### src/rtl/ropsq_pkg.sv
// Package for the reverse-osmosis pump sequencer: widths, codes, the request,
// stage and result types, and the reciprocal constants for the seconds divide.
// Depends on nothing; every other file imports it.
`timescale 1ns / 1ps

package ropsq_pkg;

   // Millisecond clock width and field widths.
   localparam int CLOCK_BITS = 32;
   localparam int OP_W       = 3;
   localparam int CHOICE_W   = 2;
   localparam int MODE_W     = 2;
   localparam int ERR_W      = 3;
   localparam int ACT_W      = 4;
   localparam int SW_W       = 2;
   localparam int COUNT_W    = 16;
   localparam int SECONDS_W  = 23;
   localparam int NUM_MODES  = 3;

   // Operation codes.
   localparam logic [OP_W-1:0] OP_TICK  = 3'd0;
   localparam logic [OP_W-1:0] OP_MODE  = 3'd1;
   localparam logic [OP_W-1:0] OP_START = 3'd2;
   localparam logic [OP_W-1:0] OP_LPS   = 3'd3;
   localparam logic [OP_W-1:0] OP_HPS   = 3'd4;

   // Mode select choice that means nothing.
   localparam logic [CHOICE_W-1:0] CHOICE_BAD = 2'd3;

   // Mode codes.
   localparam logic [MODE_W-1:0] MODE_NONE  = 2'd0;
   localparam logic [MODE_W-1:0] MODE_MAKE  = 2'd1;
   localparam logic [MODE_W-1:0] MODE_RINSE = 2'd2;
   localparam logic [MODE_W-1:0] MODE_EXPEL = 2'd3;

   // Error codes.
   localparam logic [ERR_W-1:0] ERR_NONE    = 3'd0;
   localparam logic [ERR_W-1:0] ERR_LOW     = 3'd1;
   localparam logic [ERR_W-1:0] ERR_HIGH    = 3'd2;
   localparam logic [ERR_W-1:0] ERR_FEED_ON = 3'd3;
   localparam logic [ERR_W-1:0] ERR_PRES_ON = 3'd4;
   localparam logic [ERR_W-1:0] ERR_LPS_ON  = 3'd5;
   localparam logic [ERR_W-1:0] ERR_HPS_ON  = 3'd6;

   // Actuator and switch bit positions.
   localparam int ACT_FEED  = 0;
   localparam int ACT_PRES  = 1;
   localparam int ACT_SALT  = 2;
   localparam int ACT_FRESH = 3;
   localparam int SW_LPS    = 0;
   localparam int SW_HPS    = 1;

   localparam logic [COUNT_W-1:0] COUNT_MAX = '1;

   // Dividing by 1000: drop three bits, then multiply by a rounded-up
   // reciprocal of 125. With SHIFT = CLOCK_BITS + 4 the error term stays
   // small enough that the quotient is exact for every clock difference.
   localparam int MS_PER_SECOND = 1000;
   localparam int PRE_SHIFT     = 3;
   localparam int ODD_DIV       = MS_PER_SECOND >> PRE_SHIFT;
   localparam int SHIFT         = CLOCK_BITS + 4;
   localparam int Y_W           = CLOCK_BITS - PRE_SHIFT;
   localparam int RECIP_W       = CLOCK_BITS - 2;
   localparam int PROD_W        = Y_W + RECIP_W;
   localparam int QUO_W         = PROD_W - SHIFT;
   localparam logic [SHIFT:0] POW_SHIFT = {1'b1, {SHIFT{1'b0}}};
   localparam logic [SHIFT:0] RECIP_WIDE =
      (POW_SHIFT + (SHIFT+1)'(ODD_DIV - 1)) / (SHIFT+1)'(ODD_DIV);
   localparam logic [RECIP_W-1:0] RECIP = RECIP_WIDE[RECIP_W-1:0];

   typedef struct packed {
      logic [OP_W-1:0]     operation;
      logic [CHOICE_W-1:0] mode_choice;
      logic                switch_level;
   } req_type;

   // State snapshot after one request, before the seconds divide.
   typedef struct packed {
      logic [ACT_W-1:0]      act;
      logic [MODE_W-1:0]     mode;
      logic [ERR_W-1:0]      err;
      logic [COUNT_W-1:0]    count;
      logic [CLOCK_BITS-1:0] span;
   } stat_type;

   typedef struct packed {
      logic                 feeder_pump_on;
      logic                 pressure_pump_on;
      logic                 salt_valve_open;
      logic                 fresh_valve_open;
      logic [MODE_W-1:0]    current_mode;
      logic [ERR_W-1:0]     error_code;
      logic [COUNT_W-1:0]   run_count;
      logic [SECONDS_W-1:0] run_seconds;
   } rsp_type;

endpackage

### src/rtl/ropsq_req_if.sv
// Request channel of the pump sequencer: valid/ready handshake and the event.
// Depends on ropsq_pkg.
`timescale 1ns / 1ps

interface ropsq_req_if import ropsq_pkg::*; ();
   logic                valid;
   logic                ready;
   logic [OP_W-1:0]     operation;
   logic [CHOICE_W-1:0] mode_choice;
   logic                switch_level;

   modport source (output valid, operation, mode_choice, switch_level, input ready);
   modport sink   (input valid, operation, mode_choice, switch_level, output ready);
endinterface

### src/rtl/ropsq_rsp_if.sv
// Result channel of the pump sequencer: valid/ready handshake and the status.
// Depends on ropsq_pkg.
`timescale 1ns / 1ps

interface ropsq_rsp_if import ropsq_pkg::*; ();
   logic                 valid;
   logic                 ready;
   logic                 feeder_pump_on;
   logic                 pressure_pump_on;
   logic                 salt_valve_open;
   logic                 fresh_valve_open;
   logic [MODE_W-1:0]    current_mode;
   logic [ERR_W-1:0]     error_code;
   logic [COUNT_W-1:0]   run_count;
   logic [SECONDS_W-1:0] run_seconds;

   modport source (output valid, feeder_pump_on, pressure_pump_on, salt_valve_open,
                   fresh_valve_open, current_mode, error_code, run_count, run_seconds,
                   input ready);
   modport sink   (input valid, feeder_pump_on, pressure_pump_on, salt_valve_open,
                   fresh_valve_open, current_mode, error_code, run_count, run_seconds,
                   output ready);
endinterface

### src/rtl/ropsq_core.sv
// Interlock state of the pump sequencer: mode, actuators, switches, error,
// millisecond clock and the per-mode run records. Depends on ropsq_pkg.
`timescale 1ns / 1ps

module ropsq_core import ropsq_pkg::*; (
   input  logic     clock,
   input  logic     reset,
   input  logic     commit,
   input  req_type  item,
   output stat_type stat
);

   logic [MODE_W-1:0]     mode_ff, mode_in;
   logic [ACT_W-1:0]      act_ff, act_in;
   logic [SW_W-1:0]       sw_ff, sw_in;
   logic [ERR_W-1:0]      err_ff, err_in;
   logic [CLOCK_BITS-1:0] clk_ff, clk_in;
   logic [COUNT_W-1:0]    cnt_ff   [NUM_MODES];
   logic [COUNT_W-1:0]    cnt_in   [NUM_MODES];
   logic [CLOCK_BITS-1:0] start_ff [NUM_MODES];
   logic [CLOCK_BITS-1:0] start_in [NUM_MODES];
   logic [CLOCK_BITS-1:0] stop_ff  [NUM_MODES];
   logic [CLOCK_BITS-1:0] stop_in  [NUM_MODES];

   logic                  running;
   logic                  halt;
   logic                  launch;
   logic [1:0]            slot_cur;
   logic [1:0]            slot_next;
   logic [COUNT_W-1:0]    cnt_sel;
   logic [CLOCK_BITS-1:0] start_sel;
   logic [CLOCK_BITS-1:0] stop_sel;

   assign running  = act_ff[ACT_FEED];
   assign slot_cur = mode_ff - 2'd1;

   always_comb begin
      mode_in = mode_ff;
      act_in  = act_ff;
      sw_in   = sw_ff;
      err_in  = err_ff;
      clk_in  = clk_ff;
      halt    = 1'b0;
      launch  = 1'b0;
      case (item.operation)
         OP_TICK: begin
            clk_in = clk_ff + CLOCK_BITS'(1);
         end
         OP_MODE: begin
            if (item.mode_choice != CHOICE_BAD) begin
               halt    = running;
               err_in  = ERR_NONE;
               mode_in = item.mode_choice + 2'd1;
            end
         end
         OP_START: begin
            if (mode_ff != MODE_NONE) begin
               if (!item.switch_level) begin
                  halt = 1'b1;
               end else if (err_ff == ERR_NONE) begin
                  if (act_ff[ACT_FEED]) begin
                     halt   = 1'b1;
                     err_in = ERR_FEED_ON;
                  end else if (act_ff[ACT_PRES]) begin
                     err_in = ERR_PRES_ON;
                  end else if (sw_ff[SW_LPS]) begin
                     err_in = ERR_LPS_ON;
                  end else if (sw_ff[SW_HPS]) begin
                     err_in = ERR_HPS_ON;
                  end else begin
                     launch = 1'b1;
                  end
               end
            end
         end
         OP_LPS: begin
            sw_in[SW_LPS] = item.switch_level;
            if (mode_ff != MODE_EXPEL && running) begin
               if (item.switch_level) begin
                  act_in[ACT_PRES] = 1'b1;
               end else begin
                  halt   = 1'b1;
                  err_in = ERR_LOW;
               end
            end
         end
         OP_HPS: begin
            sw_in[SW_HPS] = item.switch_level;
            if (running && item.switch_level) begin
               halt   = 1'b1;
               err_in = ERR_HIGH;
            end
         end
         default: begin
         end
      endcase
      if (halt) begin
         act_in = '0;
      end
      if (launch) begin
         act_in = '0;
         act_in[ACT_FEED] = 1'b1;
         if (mode_ff == MODE_MAKE) begin
            act_in[ACT_SALT] = 1'b1;
         end else begin
            act_in[ACT_FRESH] = 1'b1;
         end
      end
   end

   // One lane per mode; only the lane of the current mode is written.
   for (genvar i = 0; i < NUM_MODES; i++) begin : g_lane
      logic hit;
      assign hit = (mode_ff != MODE_NONE) && (slot_cur == 2'(i));

      always_comb begin
         cnt_in[i]   = cnt_ff[i];
         start_in[i] = start_ff[i];
         stop_in[i]  = stop_ff[i];
         if (hit && launch) begin
            start_in[i] = clk_ff;
            if (cnt_ff[i] != COUNT_MAX) begin
               cnt_in[i] = cnt_ff[i] + COUNT_W'(1);
            end
         end
         if (hit && halt) begin
            stop_in[i] = clk_ff;
         end
      end

      always_ff @(posedge clock) begin
         if (reset) begin
            cnt_ff[i]   <= '0;
            start_ff[i] <= '0;
            stop_ff[i]  <= '0;
         end else if (commit) begin
            cnt_ff[i]   <= cnt_in[i];
            start_ff[i] <= start_in[i];
            stop_ff[i]  <= stop_in[i];
         end
      end
   end

   always_ff @(posedge clock) begin
      if (reset) begin
         mode_ff <= MODE_NONE;
         act_ff  <= '0;
         sw_ff   <= '0;
         err_ff  <= ERR_NONE;
         clk_ff  <= '0;
      end else if (commit) begin
         mode_ff <= mode_in;
         act_ff  <= act_in;
         sw_ff   <= sw_in;
         err_ff  <= err_in;
         clk_ff  <= clk_in;
      end
   end

   // Report on the record of the mode that holds after this request.
   assign slot_next = mode_in - 2'd1;

   always_comb begin
      cnt_sel   = '0;
      start_sel = '0;
      stop_sel  = '0;
      for (int i = 0; i < NUM_MODES; i++) begin
         if (mode_in != MODE_NONE && slot_next == 2'(i)) begin
            cnt_sel   = cnt_in[i];
            start_sel = start_in[i];
            stop_sel  = stop_in[i];
         end
      end
   end

   always_comb begin
      stat.act   = act_in;
      stat.mode  = mode_in;
      stat.err   = err_in;
      stat.count = cnt_sel;
      stat.span  = '0;
      if (mode_in != MODE_NONE) begin
         if (act_in[ACT_FEED]) begin
            stat.span = clk_in - start_sel;
         end else if (cnt_sel != '0) begin
            stat.span = stop_sel - start_sel;
         end
      end
   end

endmodule

### src/rtl/ropsq_sec.sv
// Milliseconds-to-seconds conversion and result formatting for the pump
// sequencer; divides by 1000 with a reciprocal multiply. Depends on ropsq_pkg.
`timescale 1ns / 1ps

module ropsq_sec import ropsq_pkg::*; (
   input  stat_type stat,
   output rsp_type  result
);

   logic [Y_W-1:0]    scaled;
   logic [PROD_W-1:0] product;
   logic [QUO_W-1:0]  quotient;

   assign scaled   = stat.span[CLOCK_BITS-1:PRE_SHIFT];
   assign product  = PROD_W'(scaled) * PROD_W'(RECIP);
   assign quotient = product[PROD_W-1:SHIFT];

   always_comb begin
      result.feeder_pump_on   = stat.act[ACT_FEED];
      result.pressure_pump_on = stat.act[ACT_PRES];
      result.salt_valve_open  = stat.act[ACT_SALT];
      result.fresh_valve_open = stat.act[ACT_FRESH];
      result.current_mode     = stat.mode;
      result.error_code       = stat.err;
      result.run_count        = stat.count;
      result.run_seconds      = SECONDS_W'(quotient);
   end

endmodule

### src/rtl/reverse_osmosis_pump_sequencer_unit.sv
// Reverse-osmosis pump sequencer, top level.
// The request is registered in the input register when accepted, the state updates and
// the status is registered as the request leaves it, and the seconds conversion loads
// the result register. Throughput: one request per cycle while results are taken;
// the reciprocal multiply sets the cycle time.
// Reset is synchronous and active high; it clears all state and run records,
// and the block accepts requests in the first cycle after reset.
`timescale 1ns / 1ps

module reverse_osmosis_pump_sequencer_unit import ropsq_pkg::*; (
   input logic         clock,
   input logic         reset,
   ropsq_req_if.sink   req_ch,
   ropsq_rsp_if.source rsp_ch
);

   // Three-stage elastic pipeline. Each stage loads when it is empty or when
   // the stage after it moves on, so a waiting result never blocks new
   // requests while there is a free stage behind it.
   req_type  in_ff;
   logic     in_valid_ff;
   stat_type mid_ff;
   logic     mid_valid_ff;
   rsp_type  rsp_ff;
   logic     rsp_valid_ff;

   logic     out_ready;
   logic     mid_ready;
   logic     in_ready;
   logic     commit;
   stat_type stat;
   rsp_type  result;
   req_type  req_item;

   assign out_ready = !rsp_valid_ff || rsp_ch.ready;
   assign mid_ready = !mid_valid_ff || out_ready;
   assign in_ready  = !in_valid_ff || mid_ready;

   // The interlock state advances exactly once per request, when the request
   // leaves the input register.
   assign commit = in_valid_ff && mid_ready;

   assign req_ch.ready          = in_ready;
   assign req_item.operation    = req_ch.operation;
   assign req_item.mode_choice  = req_ch.mode_choice;
   assign req_item.switch_level = req_ch.switch_level;

   always_ff @(posedge clock) begin
      if (reset) begin
         in_valid_ff <= 1'b0;
      end else if (in_ready) begin
         in_valid_ff <= req_ch.valid;
      end
   end

   always_ff @(posedge clock) begin
      if (in_ready && req_ch.valid) begin
         in_ff <= req_item;
      end
   end

   ropsq_core u_core (
      .clock  (clock),
      .reset  (reset),
      .commit (commit),
      .item   (in_ff),
      .stat   (stat)
   );

   always_ff @(posedge clock) begin
      if (reset) begin
         mid_valid_ff <= 1'b0;
      end else if (mid_ready) begin
         mid_valid_ff <= in_valid_ff;
      end
   end

   always_ff @(posedge clock) begin
      if (commit) begin
         mid_ff <= stat;
      end
   end

   ropsq_sec u_sec (
      .stat   (mid_ff),
      .result (result)
   );

   always_ff @(posedge clock) begin
      if (reset) begin
         rsp_valid_ff <= 1'b0;
      end else if (out_ready) begin
         rsp_valid_ff <= mid_valid_ff;
      end
   end

   always_ff @(posedge clock) begin
      if (out_ready && mid_valid_ff) begin
         rsp_ff <= result;
      end
   end

   assign rsp_ch.valid            = rsp_valid_ff;
   assign rsp_ch.feeder_pump_on   = rsp_ff.feeder_pump_on;
   assign rsp_ch.pressure_pump_on = rsp_ff.pressure_pump_on;
   assign rsp_ch.salt_valve_open  = rsp_ff.salt_valve_open;
   assign rsp_ch.fresh_valve_open = rsp_ff.fresh_valve_open;
   assign rsp_ch.current_mode     = rsp_ff.current_mode;
   assign rsp_ch.error_code       = rsp_ff.error_code;
   assign rsp_ch.run_count        = rsp_ff.run_count;
   assign rsp_ch.run_seconds      = rsp_ff.run_seconds;

   // The pressure pump only runs together with the feeder pump.
   a_pres_needs_feed : assert property (@(posedge clock) disable iff (reset)
      rsp_valid_ff |-> (!rsp_ff.pressure_pump_on || rsp_ff.feeder_pump_on))
      else $error("pressure pump on without feeder pump");

   // A latched error leaves every actuator off.
   a_error_stops_all : assert property (@(posedge clock) disable iff (reset)
      (rsp_valid_ff && rsp_ff.error_code != ERR_NONE) |->
         (!rsp_ff.feeder_pump_on && !rsp_ff.pressure_pump_on &&
          !rsp_ff.salt_valve_open && !rsp_ff.fresh_valve_open))
      else $error("actuator on with an error latched");

   // With no mode set there is no run record to report.
   a_no_mode_no_record : assert property (@(posedge clock) disable iff (reset)
      (mid_valid_ff && mid_ff.mode == MODE_NONE) |->
         (mid_ff.count == '0 && mid_ff.span == '0 && mid_ff.act == '0))
      else $error("run record reported with no mode set");

endmodule

### src/flat_wrapper.sv
// flat-port wrapper written by rule: the top's interface ports become plain ports
module reverse_osmosis_pump_sequencer_unit_flat import ropsq_pkg::*;
  (clock, reset, req_ch_valid, req_ch_operation, req_ch_mode_choice, req_ch_switch_level, req_ch_ready, rsp_ch_valid, rsp_ch_feeder_pump_on, rsp_ch_pressure_pump_on, rsp_ch_salt_valve_open, rsp_ch_fresh_valve_open, rsp_ch_current_mode, rsp_ch_error_code, rsp_ch_run_count, rsp_ch_run_seconds, rsp_ch_ready);
  ropsq_req_if req_ch_i ();
  ropsq_rsp_if rsp_ch_i ();
  input logic clock;
  input logic reset;
  input wire logic [$bits(req_ch_i.valid)-1:0] req_ch_valid;
  input wire logic [$bits(req_ch_i.operation)-1:0] req_ch_operation;
  input wire logic [$bits(req_ch_i.mode_choice)-1:0] req_ch_mode_choice;
  input wire logic [$bits(req_ch_i.switch_level)-1:0] req_ch_switch_level;
  output wire logic [$bits(req_ch_i.ready)-1:0] req_ch_ready;
  output wire logic [$bits(rsp_ch_i.valid)-1:0] rsp_ch_valid;
  output wire logic [$bits(rsp_ch_i.feeder_pump_on)-1:0] rsp_ch_feeder_pump_on;
  output wire logic [$bits(rsp_ch_i.pressure_pump_on)-1:0] rsp_ch_pressure_pump_on;
  output wire logic [$bits(rsp_ch_i.salt_valve_open)-1:0] rsp_ch_salt_valve_open;
  output wire logic [$bits(rsp_ch_i.fresh_valve_open)-1:0] rsp_ch_fresh_valve_open;
  output wire logic [$bits(rsp_ch_i.current_mode)-1:0] rsp_ch_current_mode;
  output wire logic [$bits(rsp_ch_i.error_code)-1:0] rsp_ch_error_code;
  output wire logic [$bits(rsp_ch_i.run_count)-1:0] rsp_ch_run_count;
  output wire logic [$bits(rsp_ch_i.run_seconds)-1:0] rsp_ch_run_seconds;
  input wire logic [$bits(rsp_ch_i.ready)-1:0] rsp_ch_ready;
  assign req_ch_i.valid = req_ch_valid;
  assign req_ch_i.operation = req_ch_operation;
  assign req_ch_i.mode_choice = req_ch_mode_choice;
  assign req_ch_i.switch_level = req_ch_switch_level;
  assign req_ch_ready = req_ch_i.ready;
  assign rsp_ch_valid = rsp_ch_i.valid;
  assign rsp_ch_feeder_pump_on = rsp_ch_i.feeder_pump_on;
  assign rsp_ch_pressure_pump_on = rsp_ch_i.pressure_pump_on;
  assign rsp_ch_salt_valve_open = rsp_ch_i.salt_valve_open;
  assign rsp_ch_fresh_valve_open = rsp_ch_i.fresh_valve_open;
  assign rsp_ch_current_mode = rsp_ch_i.current_mode;
  assign rsp_ch_error_code = rsp_ch_i.error_code;
  assign rsp_ch_run_count = rsp_ch_i.run_count;
  assign rsp_ch_run_seconds = rsp_ch_i.run_seconds;
  assign rsp_ch_i.ready = rsp_ch_ready;
  reverse_osmosis_pump_sequencer_unit u_core (.clock(clock), .reset(reset), .req_ch(req_ch_i), .rsp_ch(rsp_ch_i));
endmodule
### config.mk
export PLATFORM = sky130hd
export DESIGN_NAME = reverse_osmosis_pump_sequencer_unit_flat
export DESIGN_NICKNAME = d
export VERILOG_FILES = /design/src/rtl/ropsq_pkg.sv /design/src/rtl/ropsq_req_if.sv /design/src/rtl/ropsq_rsp_if.sv /design/src/rtl/ropsq_core.sv /design/src/rtl/ropsq_sec.sv /design/src/rtl/reverse_osmosis_pump_sequencer_unit.sv /design/src/flat_wrapper.sv
export SDC_FILE = /design/constraint.sdc
export NUM_CORES = 2
export LEC_CHECK = 0
export ABC_AREA = 1
export BUFFER_PORTS_ARGS = -buffer_cell sky130_fd_sc_hd__clkbuf_2
export CAP_MARGIN = 30
export CELL_PAD_IN_SITES_DETAIL_PLACEMENT = 0
export CELL_PAD_IN_SITES_GLOBAL_PLACEMENT = 2
export CORE_ASPECT_RATIO = 0.9
export CORE_UTILIZATION = 43
export CTS_CLUSTER_SIZE = 28
export DETAILED_ROUTE_END_ITERATION = 8
export MAX_ROUTING_LAYER = met4
export PLACE_DENSITY_LB_ADDON = 0.1
export SYNTH_ARGS = -nofsm -noshare
export SYNTH_HDL_FRONTEND = slang
export SYNTH_HIERARCHICAL = 1
export SYNTH_SLANG_ARGS = --single-unit
### constraint.sdc
create_clock -name clock -period 35.6 [get_ports clock]
set_input_delay 7.12 -clock clock [delete_from_list [all_inputs] [get_ports clock]]
set_output_delay 7.12 -clock clock [all_outputs]
set_load 0.1 [all_outputs]
==> metrics <==
global placer's final weighted congestion=0.929; DIE HEIGHT=287 microns; number of buffers inserted by post-CTS setup repair=0; CTS resizes=0; outcome=completed; antenna diode instance count=0; Final Hold Vio Count=0; detailed-router iteration count before antenna repair=5; clock latency of the later-clocked register in the worst-skew pair=~0.6 ns; Worst slew margin=0.330; most used cells in the layout excluding fill and tap cells=1077 x nand2_1, 928 x inv_1, 577 x nor2_1; r2r startpoint=u_core/mid_ff[11]$_DFFE_PP_; launching element of the worst setup path=rsp_ch_ready; worst endpoint data arrival time=a little under 8 ns; CTS Hold Bufs=0; first-pass GRT wire length=approximately 180 mm; starting density of the core=0.435; Max-Cap Viols=0; category of the most critical setup path=in2out; YS warnings=6; IO Pins=60; cell area after synthesis=38900 sq um; top fanout value on the critical path=4; Syn-to-layout area delta=7.34%; deepest level of the CTS H-tree=2; routed vias=31559; Min-Delay Startpoint=u_core/mid_ff[38]$_DFFE_PP_; final WL=between 100 and 150 mm; fraction of layout instances using a drive strength above 1=0.0478; kind of capture point of the worst setup path=primary output; Setup TNS=0 ns; cell count after synthesis=approximately 5000; Post-Layout Inst Area=between 40000 and 50000 sq um; clock slew at reported path FFs=~0.060 ns; number of slew-limit violations in the final report=0; placed instance area=40300 sq um; initial antenna violation count=0; average wire per standard cell=about 19 microns; Die Outline Area=about 90000 sq um; Setup Skew=around 0.019 ns; 1st-iter DRT viols=about 2200; input/output buffers=59; clock tree from TritonCTS=yes; fin nets=about 5700; Congestion Overflow GR=0; residual DRC count=0; WHS Path Cells=0; peak clock frequency supported by timing=about 0.066 GHz; Root Buffer=clkbuf_16; # rows=104; data required time of the critical path=about 28 ns; sinks on the clock net=394; clock period minus final worst setup slack=approximately 15 ns; post-synthesis area per instance=between 7 and 8 sq um; HPWL after detailed placement=91.0 mm; setup violation total in the final timing report=0; Bufs on Longest Clock Path=3; commonest non-fill, non-tap cell in the layout=nand2_1; Num CTS Buffers=48; RSZ-0062 raised after global routing=false; startpoint kind of the worst setup timing path=input port; number of global-route vias before repair=30424; Via density=5.13; worst r2r path cells=25; share of the clock period used by the worst path after layout=0.423; Hold Path Class=reg2reg; remaining antenna violation count after routing=0; die outline width=about 320 microns; Slew @ Worst Pin=roughly 1.0 ns; Core Footprint=89500 sq um; largest net degree at the start of global routing=110; Synthesized Nets=between 5000 and 6000; combined global-route utilization of all metal layers=0.263
[path summary, 6_finish.rpt]
kind	slack [ns]	to
setup / recovery	20.56	req_ch_ready
hold / removal	0.42	u_core/rsp_ch.run_count[6]$_DFFE_PP_
setup reg to reg	28.80	u_core/rsp_ch.run_seconds[21]$_DFFE_PP_
hold reg to reg	0.42	u_core/rsp_ch.run_count[6]$_DFFE_PP_
[area by class of cell]
| type | instances | area [sq um] |
|---|---|---|
| Clock buffer | 61 | 1260 |
| Fill cell | 9189 | 47700 |
| Timing Repair Buffer | 90 | 546 |
| Tap cell | 1166 | 1460 |
| Inverter | 959 | 3610 |
| Clock inverter | 27 | 238 |
| Multi-Input combinational cell | 3451 | 23300 |
| Sequential cell | 394 | 11400 |
[flip-flops by register name, indices dropped and copies added, names as in the netlist, 3 cells and up]
signal                     flops
u_core/u_core/err_ff           3
u_core/u_core/cnt_ff          48
u_core/u_core/act_ff           4
u_core/u_core/stop_ff         96
u_core/u_core/start_ff        96
u_core/mid_ff                 54
u_core/u_core/clk_ff          32
u_core/in_ff                   6
u_core/rsp_ch.run_count       16
u_core/rsp_ch.error_code       3
u_core/rsp_ch.run_seconds     23
[per-stage QoR]
step | utilization | hold slack, ns | instances | setup WS [ns]
CTS | 0.467 | 0.415 | 6148 | 20.54
global placement | 0.450 | 0.405 | 6058 | 20.59
floorplan | - | 0.449 | 4950 | 19.38
finish | 0.467 | 0.416 | 6148 | 20.56
detailed placement | 0.450 | 0.405 | 6060 | 20.54
global route | 0.467 | 0.427 | 6148 | 20.50
[worst max-delay path, stage by stage]
cell      delay (ns)
clkbuf_2        0.08
inv_1           0.16
nand4_2         0.15
clkbuf_2        0.41
[per-layer routing]
metal / global-route usage / vias to the layer above / part of all wire / routed length [microns]
li1: - / 15842 / - / -
met1: 0.377 / 14892 / 0.50 / 57900
met2: 0.404 / 702 / 0.44 / 51400
met3: 0.0261 / 123 / 0.045 / 5290
met4: 0.0493 / 0 / 0.019 / 2200
met5: - / - / 0 / 0
Power is left out: the tool's default activity adds up to more than one toggle a clock period on the data nets, which glitch-free logic cannot reach.
